### src/rtl/spdt_pkg.sv
`default_nettype none
package spdt_pkg;

	localparam int unsigned BYTE_W = 8;
	localparam int unsigned LEN_W  = 32;

	localparam logic [BYTE_W-1:0] OP_PUSH_MIN  = 8'h01;
	localparam logic [BYTE_W-1:0] OP_PUSH_MAX  = 8'h4b;
	localparam logic [BYTE_W-1:0] OP_PUSH_LEN1 = 8'h4c;
	localparam logic [BYTE_W-1:0] OP_PUSH_LEN2 = 8'h4d;
	localparam logic [BYTE_W-1:0] OP_PUSH_LEN4 = 8'h4e;

	localparam int unsigned OUT_DATA_W = 80;

	typedef enum logic [1:0] {
		PH_OPCODE  = 2'd0,
		PH_LENGTH  = 2'd1,
		PH_PAYLOAD = 2'd2
	} phase_t;

	typedef enum logic [1:0] {
		ROLE_PLAIN = 2'd0,
		ROLE_PUSH  = 2'd1,
		ROLE_LEN   = 2'd2,
		ROLE_DATA  = 2'd3
	} role_t;

	typedef struct packed {
		phase_t            phase;
		logic [2:0]        len_left;
		logic [1:0]        len_shift;
		logic [LEN_W-1:0]  len_accum;
		logic [LEN_W-1:0]  payload_left;
		logic [BYTE_W-1:0] held_opcode;
	} parse_state_t;

	localparam parse_state_t STATE_RESET = '{
		phase:        PH_OPCODE,
		len_left:     3'd0,
		len_shift:    2'd0,
		len_accum:    '0,
		payload_left: '0,
		held_opcode:  '0
	};

	typedef struct packed {
		role_t             role;
		logic [BYTE_W-1:0] opcode;
		logic [LEN_W-1:0]  push_length;
		logic [LEN_W-1:0]  bytes_left;
		logic              element_done;
		logic              truncated;
		logic              script_end;
	} token_t;

endpackage
`default_nettype wire

### src/rtl/spdt_step.sv
`default_nettype none
module spdt_step import spdt_pkg::*; (
	input  wire parse_state_t      cur,
	input  wire logic [BYTE_W-1:0] script_byte,
	input  wire logic              last_byte,
	output parse_state_t           nxt,
	output token_t                 tok
);

	parse_state_t     upd;
	logic [LEN_W-1:0] accum_new;
	logic [2:0]       len_left_new;
	logic [LEN_W-1:0] pay_new;

	always_comb begin
		accum_new    = cur.len_accum
			| ({{(LEN_W-BYTE_W){1'b0}}, script_byte} << {cur.len_shift, 3'b000});
		len_left_new = cur.len_left - 3'd1;
		pay_new      = cur.payload_left - {{(LEN_W-1){1'b0}}, 1'b1};

		upd              = cur;
		tok.role         = ROLE_PLAIN;
		tok.push_length  = '0;
		tok.bytes_left   = '0;
		tok.element_done = 1'b0;

		case (cur.phase)
			PH_LENGTH: begin
				tok.role        = ROLE_LEN;
				upd.len_accum   = accum_new;
				upd.len_shift   = cur.len_shift + 2'd1;
				upd.len_left    = len_left_new;
				tok.push_length = accum_new;
				if (len_left_new == 3'd0) begin
					tok.bytes_left = accum_new;
					if (accum_new == '0) begin
						tok.element_done = 1'b1;
						upd.phase        = PH_OPCODE;
					end else begin
						upd.payload_left = accum_new;
						upd.phase        = PH_PAYLOAD;
					end
				end
			end
			PH_PAYLOAD: begin
				tok.role         = ROLE_DATA;
				upd.payload_left = pay_new;
				tok.push_length  = cur.len_accum;
				tok.bytes_left   = pay_new;
				if (pay_new == '0) begin
					tok.element_done = 1'b1;
					upd.phase        = PH_OPCODE;
				end
			end
			default: begin
				upd.held_opcode = script_byte;
				if (script_byte >= OP_PUSH_MIN && script_byte <= OP_PUSH_MAX) begin
					tok.role         = ROLE_PUSH;
					upd.len_accum    = {{(LEN_W-BYTE_W){1'b0}}, script_byte};
					upd.payload_left = {{(LEN_W-BYTE_W){1'b0}}, script_byte};
					tok.push_length  = {{(LEN_W-BYTE_W){1'b0}}, script_byte};
					tok.bytes_left   = {{(LEN_W-BYTE_W){1'b0}}, script_byte};
					upd.phase        = PH_PAYLOAD;
				end else if (script_byte == OP_PUSH_LEN1) begin
					tok.role      = ROLE_PUSH;
					upd.len_accum = '0;
					upd.len_shift = 2'd0;
					upd.len_left  = 3'd1;
					upd.phase     = PH_LENGTH;
				end else if (script_byte == OP_PUSH_LEN2) begin
					tok.role      = ROLE_PUSH;
					upd.len_accum = '0;
					upd.len_shift = 2'd0;
					upd.len_left  = 3'd2;
					upd.phase     = PH_LENGTH;
				end else if (script_byte == OP_PUSH_LEN4) begin
					tok.role      = ROLE_PUSH;
					upd.len_accum = '0;
					upd.len_shift = 2'd0;
					upd.len_left  = 3'd4;
					upd.phase     = PH_LENGTH;
				end else begin
					tok.element_done = 1'b1;
					upd.phase        = PH_OPCODE;
				end
			end
		endcase

		tok.opcode     = upd.held_opcode;
		tok.truncated  = last_byte && (upd.phase != PH_OPCODE);
		tok.script_end = last_byte;
		nxt            = last_byte ? STATE_RESET : upd;
	end

endmodule
`default_nettype wire

### src/rtl/script_push_data_tokenizer_top.sv
// An accepted word is registered in stage s1; its token is registered in stage s2.
// Throughput: one word per cycle absent master stalls; one parse-state pass per word.
// Stalls on the master side hold both registers and back-pressure the slave side.
// Reset: arst_n asynchronous, active low; clears valid flags and the parse state.
// After any word with tlast the parse state returns to its reset value.
`default_nettype none
module script_push_data_tokenizer_top import spdt_pkg::*; (
	input  wire logic                  clk,
	input  wire logic                  arst_n,
	input  wire logic                  s_tvalid,
	output logic                       s_tready,
	input  wire logic [BYTE_W-1:0]     s_tdata,  // [7:0] script_byte
	input  wire logic                  s_tlast,  // last_byte
	output logic                       m_tvalid,
	input  wire logic                  m_tready,
	output logic [OUT_DATA_W-1:0]      m_tdata,  // [7:0] current_opcode, [39:8] push_length,
	                                             // [71:40] bytes_left, [72] element_done,
	                                             // [73] truncated, [79:74] zero
	output logic [1:0]                 m_tuser,  // [1:0] byte_role
	output logic                       m_tlast   // script_end
);

	logic              valid_s1;
	logic [BYTE_W-1:0] byte_s1;
	logic              last_s1;
	parse_state_t      state_q;
	parse_state_t      state_nxt;
	token_t            tok;
	logic              valid_s2;
	token_t            tok_s2;
	logic              advance;

	assign advance  = valid_s1 && (!valid_s2 || m_tready);
	assign s_tready = !valid_s1 || advance;

	spdt_step u_step (
		.cur         (state_q),
		.script_byte (byte_s1),
		.last_byte   (last_s1),
		.nxt         (state_nxt),
		.tok         (tok)
	);

	always_ff @(posedge clk or negedge arst_n) begin
		if (!arst_n) begin
			valid_s1 <= 1'b0;
			valid_s2 <= 1'b0;
			state_q  <= STATE_RESET;
		end else begin
			if (s_tready) begin
				valid_s1 <= s_tvalid;
			end
			if (advance) begin
				state_q  <= state_nxt;
				valid_s2 <= 1'b1;
			end else if (m_tready) begin
				valid_s2 <= 1'b0;
			end
		end
	end

	always_ff @(posedge clk) begin
		if (s_tready && s_tvalid) begin
			byte_s1 <= s_tdata;
			last_s1 <= s_tlast;
		end
		if (advance) begin
			tok_s2 <= tok;
		end
	end

	assign m_tvalid = valid_s2;
	assign m_tuser  = tok_s2.role;
	assign m_tlast  = tok_s2.script_end;
	assign m_tdata  = {6'd0, tok_s2.truncated, tok_s2.element_done, tok_s2.bytes_left,
		tok_s2.push_length, tok_s2.opcode};

endmodule
`default_nettype wire

### config.mk
export PLATFORM = sky130hd
export DESIGN_NAME = script_push_data_tokenizer_top
export DESIGN_NICKNAME = d
export VERILOG_FILES = /design/src/rtl/spdt_pkg.sv /design/src/rtl/spdt_step.sv /design/src/rtl/script_push_data_tokenizer_top.sv
export SDC_FILE = /design/constraint.sdc
export NUM_CORES = 1
export LEC_CHECK = 0
export BUFFER_PORTS_ARGS = -buffer_cell sky130_fd_sc_hd__buf_2
export CELL_PAD_IN_SITES_DETAIL_PLACEMENT = 0
export CELL_PAD_IN_SITES_GLOBAL_PLACEMENT = 2
export CORE_MARGIN = 5
export CORE_UTILIZATION = 37
export CTS_CLUSTER_SIZE = 20
export DETAILED_ROUTE_END_ITERATION = 12
export HOLD_SLACK_MARGIN = 0.1
export PLACE_DENSITY_LB_ADDON = 0.1
export SYNTH_ARGS = -nofsm -noshare
export SYNTH_HDL_FRONTEND = slang
export SYNTH_SLANG_ARGS = --single-unit
### constraint.sdc
create_clock -name clk -period 4.9 [get_ports clk]
set_input_delay 0.49 -clock clk [delete_from_list [all_inputs] [get_ports clk]]
set_output_delay 0.49 -clock clk [all_outputs]
set_load 0.02 [all_outputs]
==> out/qor.yml, run 1 <==
worstRegToRegCells: 8
timing.critical_path.buf_inv: 1
max_cap_violations: 0
slew_violations: 0
route.detailed.wl_per_inst_microns: 22.0
switching_share: 0.314
remaining_drc_errors: 0
grt_max_degree: 85
floorplan.initialDensity: 0.375
crit_type: "reg -> reg"
floorplan.die.height_microns: 164
synth.lib_cells_used.distinct: 70
worst_path_largest_cell_delay_ns: 0.74
clk_pin_slew_worst_paths_ns: 0.07
post-synth-top-area-cell: "sky130_fd_sc_hd__edfxtp_1"
boundaryPins: 98
totalNegativeSetupSlack_ns: 0
critical_path.startpoint: "byte_s1[1]"
timing.hold.worst.class: "in -> async"
ys_ff_latch: 167
chipWidth_microns: 164
cellLeakagePower_uw: 0.00419
cp-start-kind: "flip-flop"
post_route_cells_drive_above_1_share: 0.174
initial_antenna_violation_count: 0
floorplan.die_area_sq_mm: 0.0269
first_pass_grt_wire_length_microns: 43500
first_pass_iteration_count_of_the_detailed_router: 5
critPathRequiredTime_ns: 5.22
netlist_area_pre_place_sq_mm: 0.00879
power.density_mw_per_mm2: 399
flow.area_growth_from_synthesis_pct: 15.5
layout.nets: 980
timing.final.hold_violations: 0
syn-mean-instance-area_sq_um: 9.74
cts_tree: "done"
timing.critical_path.max_delay_family: "simple AND/OR/NAND/NOR gates"
grt_setup_unrepaired: "false"
p_seq_frac: 0.411
period_needed_ns: 3.72
clkSinkCount: 167
avgViaCountPerCell: 5.56
final_antenna_net_count: 0
htreeDepth: 4
finalHoldWorstSlack_ns: 0.101
cts_hold_repair.buffers: 0
endpoint_kind: "flip-flop"
post_synth_inst_count: 903
root_buffer: "sky130_fd_sc_hd__clkbuf_16"
worst_pin_slew_ns: 0.993
r2r_setup_slack_ns: 1.18
intPower_uw: 2780
synth_area_leaders: "sky130_fd_sc_hd__edfxtp_1 (29%), sky130_fd_sc_hd__dfrtp_1 (23%), sky130_fd_sc_hd__nand2_1 (5.8%), sky130_fd_sc_hd__a21oi_1 (5.0%), sky130_fd_sc_hd__o31ai_1 (3.2%)"
slew_headroom: 0.335
wirelength_microns: 28500
row_count: 56
worst_ir_drop_vdd_mv: 0.180
synth_top_area_frac: 0.294
antennaDiodeCount: 0
post-route-util: 0.433
synthTopCellsByCount: "sky130_fd_sc_hd__nand2_1 (136), sky130_fd_sc_hd__a21oi_1 (87), sky130_fd_sc_hd__edfxtp_1 (86)"
first_global_vias: 7039
setup_violations: 0
period_share: 0.760
outcome: "finished clean"
ordered_list_of_cells_on_the_worst_path: "nor4_1 -> a22oi_1 -> nor4_1 -> o311a_1 -> nand2b_1 -> buf_4 -> nor2_2 -> a22o_1"
max_freq_ghz: 0.269
clock_path_buffers: 2
cells_resized_by_post_cts_repair: 0
worst_r2r_startpoint: "byte_s1[1]"
synth_most_common_cell: "sky130_fd_sc_hd__nand2_1"
routabilityCongestion: 0.888
path_max_fanout: 52
yosys_warnings: 0
clock_latency_ns: 0.43
synth_async_sr_flop_share: 0.485
gr-total-overflow: 0
numCtsBuffers: 17
clock-skew-final_ns: 0.0116
r2r-end: "state_q[29]"
dr_total_vias: 7193
cpMaxStageDelayCell: "sky130_fd_sc_hd__nor4_1"
cts_setup_buffers: 0
clkPwrFrac: 0.381
most_common_flop_cell_mapped_by_yosys: "sky130_fd_sc_hd__edfxtp_1"
synth_enable_flop_cells: 86
drt_iter0_markers: 604
gr-usage-all-layers: 0.214
fp.coreArea_sq_mm: 0.0235
combinationalPowerShare: 0.208
synth-seq-area-share: 0.524
buffer_ports.inserted: 91
detailed_place_hpwl_microns: 19200
power.net_switching_uw: 1270
crit_arrival_ns: 4.04
worst_path_most_repeated_cell: "sky130_fd_sc_hd__nor4_1"
==> power by group through the flow <==
stage | sequential (uW) | combinational, uW | clock, uW
floorplan | 1740 | 535 | 0
global placement | 1690 | 843 | 0
detailed placement | 1690 | 840 | 0
CTS | 1670 | 844 | 1570
global route | 1680 | 919 | 1640
finish | 1670 | 842 | 1540
==> registers in the layout, indices dropped and copies added, names as in the netlist <==
signal / flops
state_q: 79
m_tdata: 74
byte_s1: 8
m_tuser: 2
last_s1: 1
m_tlast: 1
m_tvalid: 1
valid_s1: 1
==> layout by cell type (no fill, tap or decap), types with 4 or more instances in the layout <==
master                        n
sky130_fd_sc_hd__a211oi_1    10
sky130_fd_sc_hd__a21o_1      32
sky130_fd_sc_hd__a21oi_1     87
sky130_fd_sc_hd__a22o_1       8
sky130_fd_sc_hd__and2_1       9
sky130_fd_sc_hd__and3_1      10
sky130_fd_sc_hd__buf_2       90
sky130_fd_sc_hd__buf_4       17
sky130_fd_sc_hd__bufinv_16    5
sky130_fd_sc_hd__clkbuf_16   17
sky130_fd_sc_hd__conb_1       6
sky130_fd_sc_hd__dfrtp_1     81
sky130_fd_sc_hd__edfxtp_1    86
sky130_fd_sc_hd__ha_1         5
sky130_fd_sc_hd__inv_1       11
sky130_fd_sc_hd__inv_6        5
sky130_fd_sc_hd__mux2_2       9
sky130_fd_sc_hd__nand2_1    136
sky130_fd_sc_hd__nand2b_1    11
sky130_fd_sc_hd__nand3_1      6
sky130_fd_sc_hd__nand4_1      6
sky130_fd_sc_hd__nor2_1      69
sky130_fd_sc_hd__nor3_1      12
sky130_fd_sc_hd__nor3b_1      5
sky130_fd_sc_hd__nor4_1      19
sky130_fd_sc_hd__o211ai_1     7
sky130_fd_sc_hd__o21a_1      20
sky130_fd_sc_hd__o21ai_0     47
sky130_fd_sc_hd__o22ai_1      4
sky130_fd_sc_hd__o31ai_1     38
sky130_fd_sc_hd__or2_2        6
sky130_fd_sc_hd__or3_1        9
sky130_fd_sc_hd__or4_1        5
sky130_fd_sc_hd__xnor2_1     12
sky130_fd_sc_hd__xor2_1      10
==> stage by stage <==
| step | setup slack (ns) | cells | instance area, sq um | total power [uW] |
|---|---|---|---|---|
| after floorplan | 1.27 | 908 | 8810 | 2270 |
| after global placement | 1.19 | 1261 | 9490 | 2530 |
| after detailed placement | 1.16 | 1261 | 9490 | 2530 |
| after CTS | 1.14 | 1293 | 10200 | 4080 |
| after global routing | 0.984 | 1293 | 10200 | 4240 |
| final | 1.18 | 1293 | 10200 | 4050 |
==> cells by family after synthesis <==
| kind of cell | count (synthesis) | share of synthesized area |
|---|---|---|
| xor gates and xnor gates | 22 | 0.0219 |
| other | 1 | 0.000426 |
| DFF | 167 | 0.524 |
| and+or+nand+nor | 327 | 0.184 |
| AOI/OAI and AO/OA | 282 | 0.206 |
| buffers and inverters | 87 | 0.0413 |
| adders and majority gates | 6 | 0.00854 |
| muxes | 11 | 0.0138 |
==> metal layers <==
layer | wire length, microns | part of all wire | vias to the layer above | track usage
met5 | 0 | 0 | - | 0
met3 | 1190 | 0.042 | 39 | 0.0344
met2 | 13100 | 0.46 | 205 | 0.334
li1 | - | - | 3385 | -
met1 | 13400 | 0.47 | 3564 | 0.304
met4 | 778 | 0.027 | 0 | 0.0701
==> worst max-delay path by stage <==
stage               cells after the start     endpoint  slack (ns)
floorplan                               6  state_q[77]        1.27
global placement                        8  state_q[29]        1.19
detailed placement                      8  state_q[36]        1.16
CTS                                     8  state_q[29]        1.14
global route                            8  state_q[29]        0.98
finish                                  8  state_q[29]        1.18
==> area by class of cell <==
class | count | area [sq um]
inverter | 14 | 53.8
tap | 319 | 399
timing repair buffer | 107 | 578
sequential | 167 | 4610
clock inverter | 14 | 235
fill | 2280 | 13300
clock buffer | 18 | 429
multi-input combinational | 654 | 3850
No activity file was read; power rests on OpenSTA's default activity.
==> inputs of run 2 (changes only) <==
--- a/config.mk
+++ b/config.mk
@@ -9,7 +9,7 @@
 export CELL_PAD_IN_SITES_DETAIL_PLACEMENT = 0
 export CELL_PAD_IN_SITES_GLOBAL_PLACEMENT = 2
 export CORE_MARGIN = 5
-export CORE_UTILIZATION = 37
+export CORE_UTILIZATION = 34
 export CTS_CLUSTER_SIZE = 20
 export DETAILED_ROUTE_END_ITERATION = 12
 export HOLD_SLACK_MARGIN = 0.1
==> constraint.sdc (replaced) <==
create_clock -name clk -period 3.4 [get_ports clk]
set_input_delay 0.34 -clock clk [delete_from_list [all_inputs] [get_ports clk]]
set_output_delay 0.34 -clock clk [all_outputs]
set_load 0.02 [all_outputs]
==> run 2 against run 1 <==
  * Combinational power grew 51%
  * Cell count grew 2.8%
  * Setup slack lost 0.83 ns
  * Sequential share of layout area shrank 0.96 points
  * Sequential power grew 43%
  * Critical endpoint is now m_tdata[72]
  * Wire length grew 2.8%
  * Non-clock buffer count grew 25
  * Via count grew 1.7%
  * Die area grew 8.3%
  * Global-route usage shrank 1.1 points
  * Fmax grew 22%
==> out/qor.yml, run 2 (same netlist as run 1, synthesis figures left out) <==
worst_pin_slew_ns: 1.14
multi_input_logic_area_sq_mm: 0.00385
clk_pin_slew_worst_paths_ns: 0.07
antennaDiodeCount: 0
layout.nets: 1005
period_share: 0.898
power.net_switching_uw: 1840
area.sequential_sq_mm: 0.00461
grt_max_degree: 65
gr-total-overflow: 0
intPower_uw: 3960
post_route_cells_drive_above_1_share: 0.185
routabilityCongestion: 0.858
fp.coreArea_sq_mm: 0.0253
n_fill_cell: 2480
initial_antenna_violation_count: 0
cts_setup_buffers: 0
number_of_flip_flops_in_the_largest_register: 79
drt_iter0_markers: 559
max_cap_violations: 0
first_pass_grt_wire_length_microns: 45000
wl_met1_microns: 13200
first_global_vias: 7097
outcome: "finished clean"
combinationalPowerShare: 0.219
p_seq_frac: 0.412
placed_area_sq_mm: 0.00965
root_buffer: "sky130_fd_sc_hd__clkbuf_16"
worst_ir_drop_vdd_mv: 0.319
floorplan.die.height_microns: 171
setup_violations: 0
clkPwrFrac: 0.369
buffer_ports.inserted: 91
dr_total_vias: 7314
gr-usage-all-layers: 0.203
endpoint_kind: "flip-flop"
timing.final.hold_violations: 0
totalNegativeSetupSlack_ns: 0
power.density_mw_per_mm2: 559
chipWidth_microns: 171
clock_latency_ns: 0.43
wirelength_microns: 29300
critPathRequiredTime_ns: 3.64
cp-start-kind: "flip-flop"
floorplan.initialDensity: 0.347
crit_arrival_ns: 3.29
slew_violations: 0
timing.hold.worst.class: "in -> reg"
avgViaCountPerCell: 5.50
cells_resized_by_post_cts_repair: 0
boundaryPins: 98
cellLeakagePower_uw: 0.00431
detailed_place_hpwl_microns: 20300
post-place-ws_ns: 0.451
path_max_fanout: 7
dr.max_layer_used: "met4"
met3_wirelength_microns: 1810
clock_path_buffers: 2
period_needed_ns: 3.05
htreeDepth: 4
remaining_drc_errors: 0
slack_of_the_critical_path_ns: 0.348
flow.area_growth_from_synthesis_pct: 18.0
final_cell_mix: "sky130_fd_sc_hd__nand2_1 (136), sky130_fd_sc_hd__buf_2 (90), sky130_fd_sc_hd__a21oi_1 (87), sky130_fd_sc_hd__edfxtp_1 (86), sky130_fd_sc_hd__dfrtp_1 (81)"
crit_type: "reg -> reg"
row_count: 58
post-route-util: 0.410
met2_wirelength_microns: 13500
cts_hold_repair.buffers: 9
first_pass_iteration_count_of_the_detailed_router: 5
numCtsBuffers: 17
numPlacedInstances: 1288
final_antenna_net_count: 0
slew_headroom: 0.239
max_freq_ghz: 0.328
floorplan.die_area_sq_mm: 0.0292
clkSinkCount: 167
switching_share: 0.317
clock-skew-final_ns: 0.0125
max_flop_register: "state_q"
final_common_cell: "sky130_fd_sc_hd__nand2_1"
cts_tree: "done"
finalNonFillerCells: 1329
route.detailed.wl_per_inst_microns: 22.0
fin_area_sq_mm: 0.0104
grt_setup_unrepaired: "false"
## run 2: cell count changes in the layout (fill, tap and decap cells not counted), sizes merged
cell,previous run,this run
bufinv,5,4
dlygate4sd3,0,9
clkinvlp,1,0
inv,16,18
buf,107,123
## run 2: worst paths after layout
path | from | end | slack (ns) | cells past startpoint
worst max-delay path | state_q[13] | m_tdata[72] | 0.35 | 7
worst min-delay path | s_tvalid | valid_s1 | 0.11 | 2
worst min register to register | state_q[3] | state_q[3] | 0.48 | 2
min in group asynchronous | arst_n | state_q[35] | 0.62 | 2
worst max register to register | state_q[13] | m_tdata[72] | 0.35 | 7
max in group asynchronous | arst_n | state_q[58] | 2.05 | 3
## run 2: layout make-up
cell class	instances	area share
multi-input combinational	654	0.371
clock inverter	14	0.0199
tap	330	0.0398
timing repair buffer	132	0.0784
clock buffer	18	0.0414
inverter	14	0.00518
sequential	167	0.444
## run 2: stage by stage
stage,hold slack (ns),power [uW]
finish,0.114,5800
global route,0.112,6080
CTS,0.101,5850
detailed placement,0.467,3690
global placement,0.459,3690
floorplan,0.0444,3270
## run 2: per-layer routing
metal,global-route usage,up-vias
met5,0,-
met4,0.0699,0
met3,0.0256,38
met1,0.291,3554
met2,0.320,270
li1,-,3452
## run 2: worst max-delay path: stages, from the launching register on
cell,delay (ns)
sky130_fd_sc_hd__dfrtp_1,0.47
sky130_fd_sc_hd__nor4_4,0.51
sky130_fd_sc_hd__nand4_4,0.23
sky130_fd_sc_hd__or4_1,0.69
sky130_fd_sc_hd__nor3_2,0.19
sky130_fd_sc_hd__xnor2_1,0.28
sky130_fd_sc_hd__nand4_1,0.19
sky130_fd_sc_hd__a31oi_1,0.31
## run 2: power groups by stage
stage	clock network, uW	registers (uW)	logic (uW)
floorplan	0	2500	771
global placement	0	2420	1260
detailed placement	0	2430	1260
CTS	2190	2390	1280
global route	2280	2410	1390
finish	2140	2390	1270
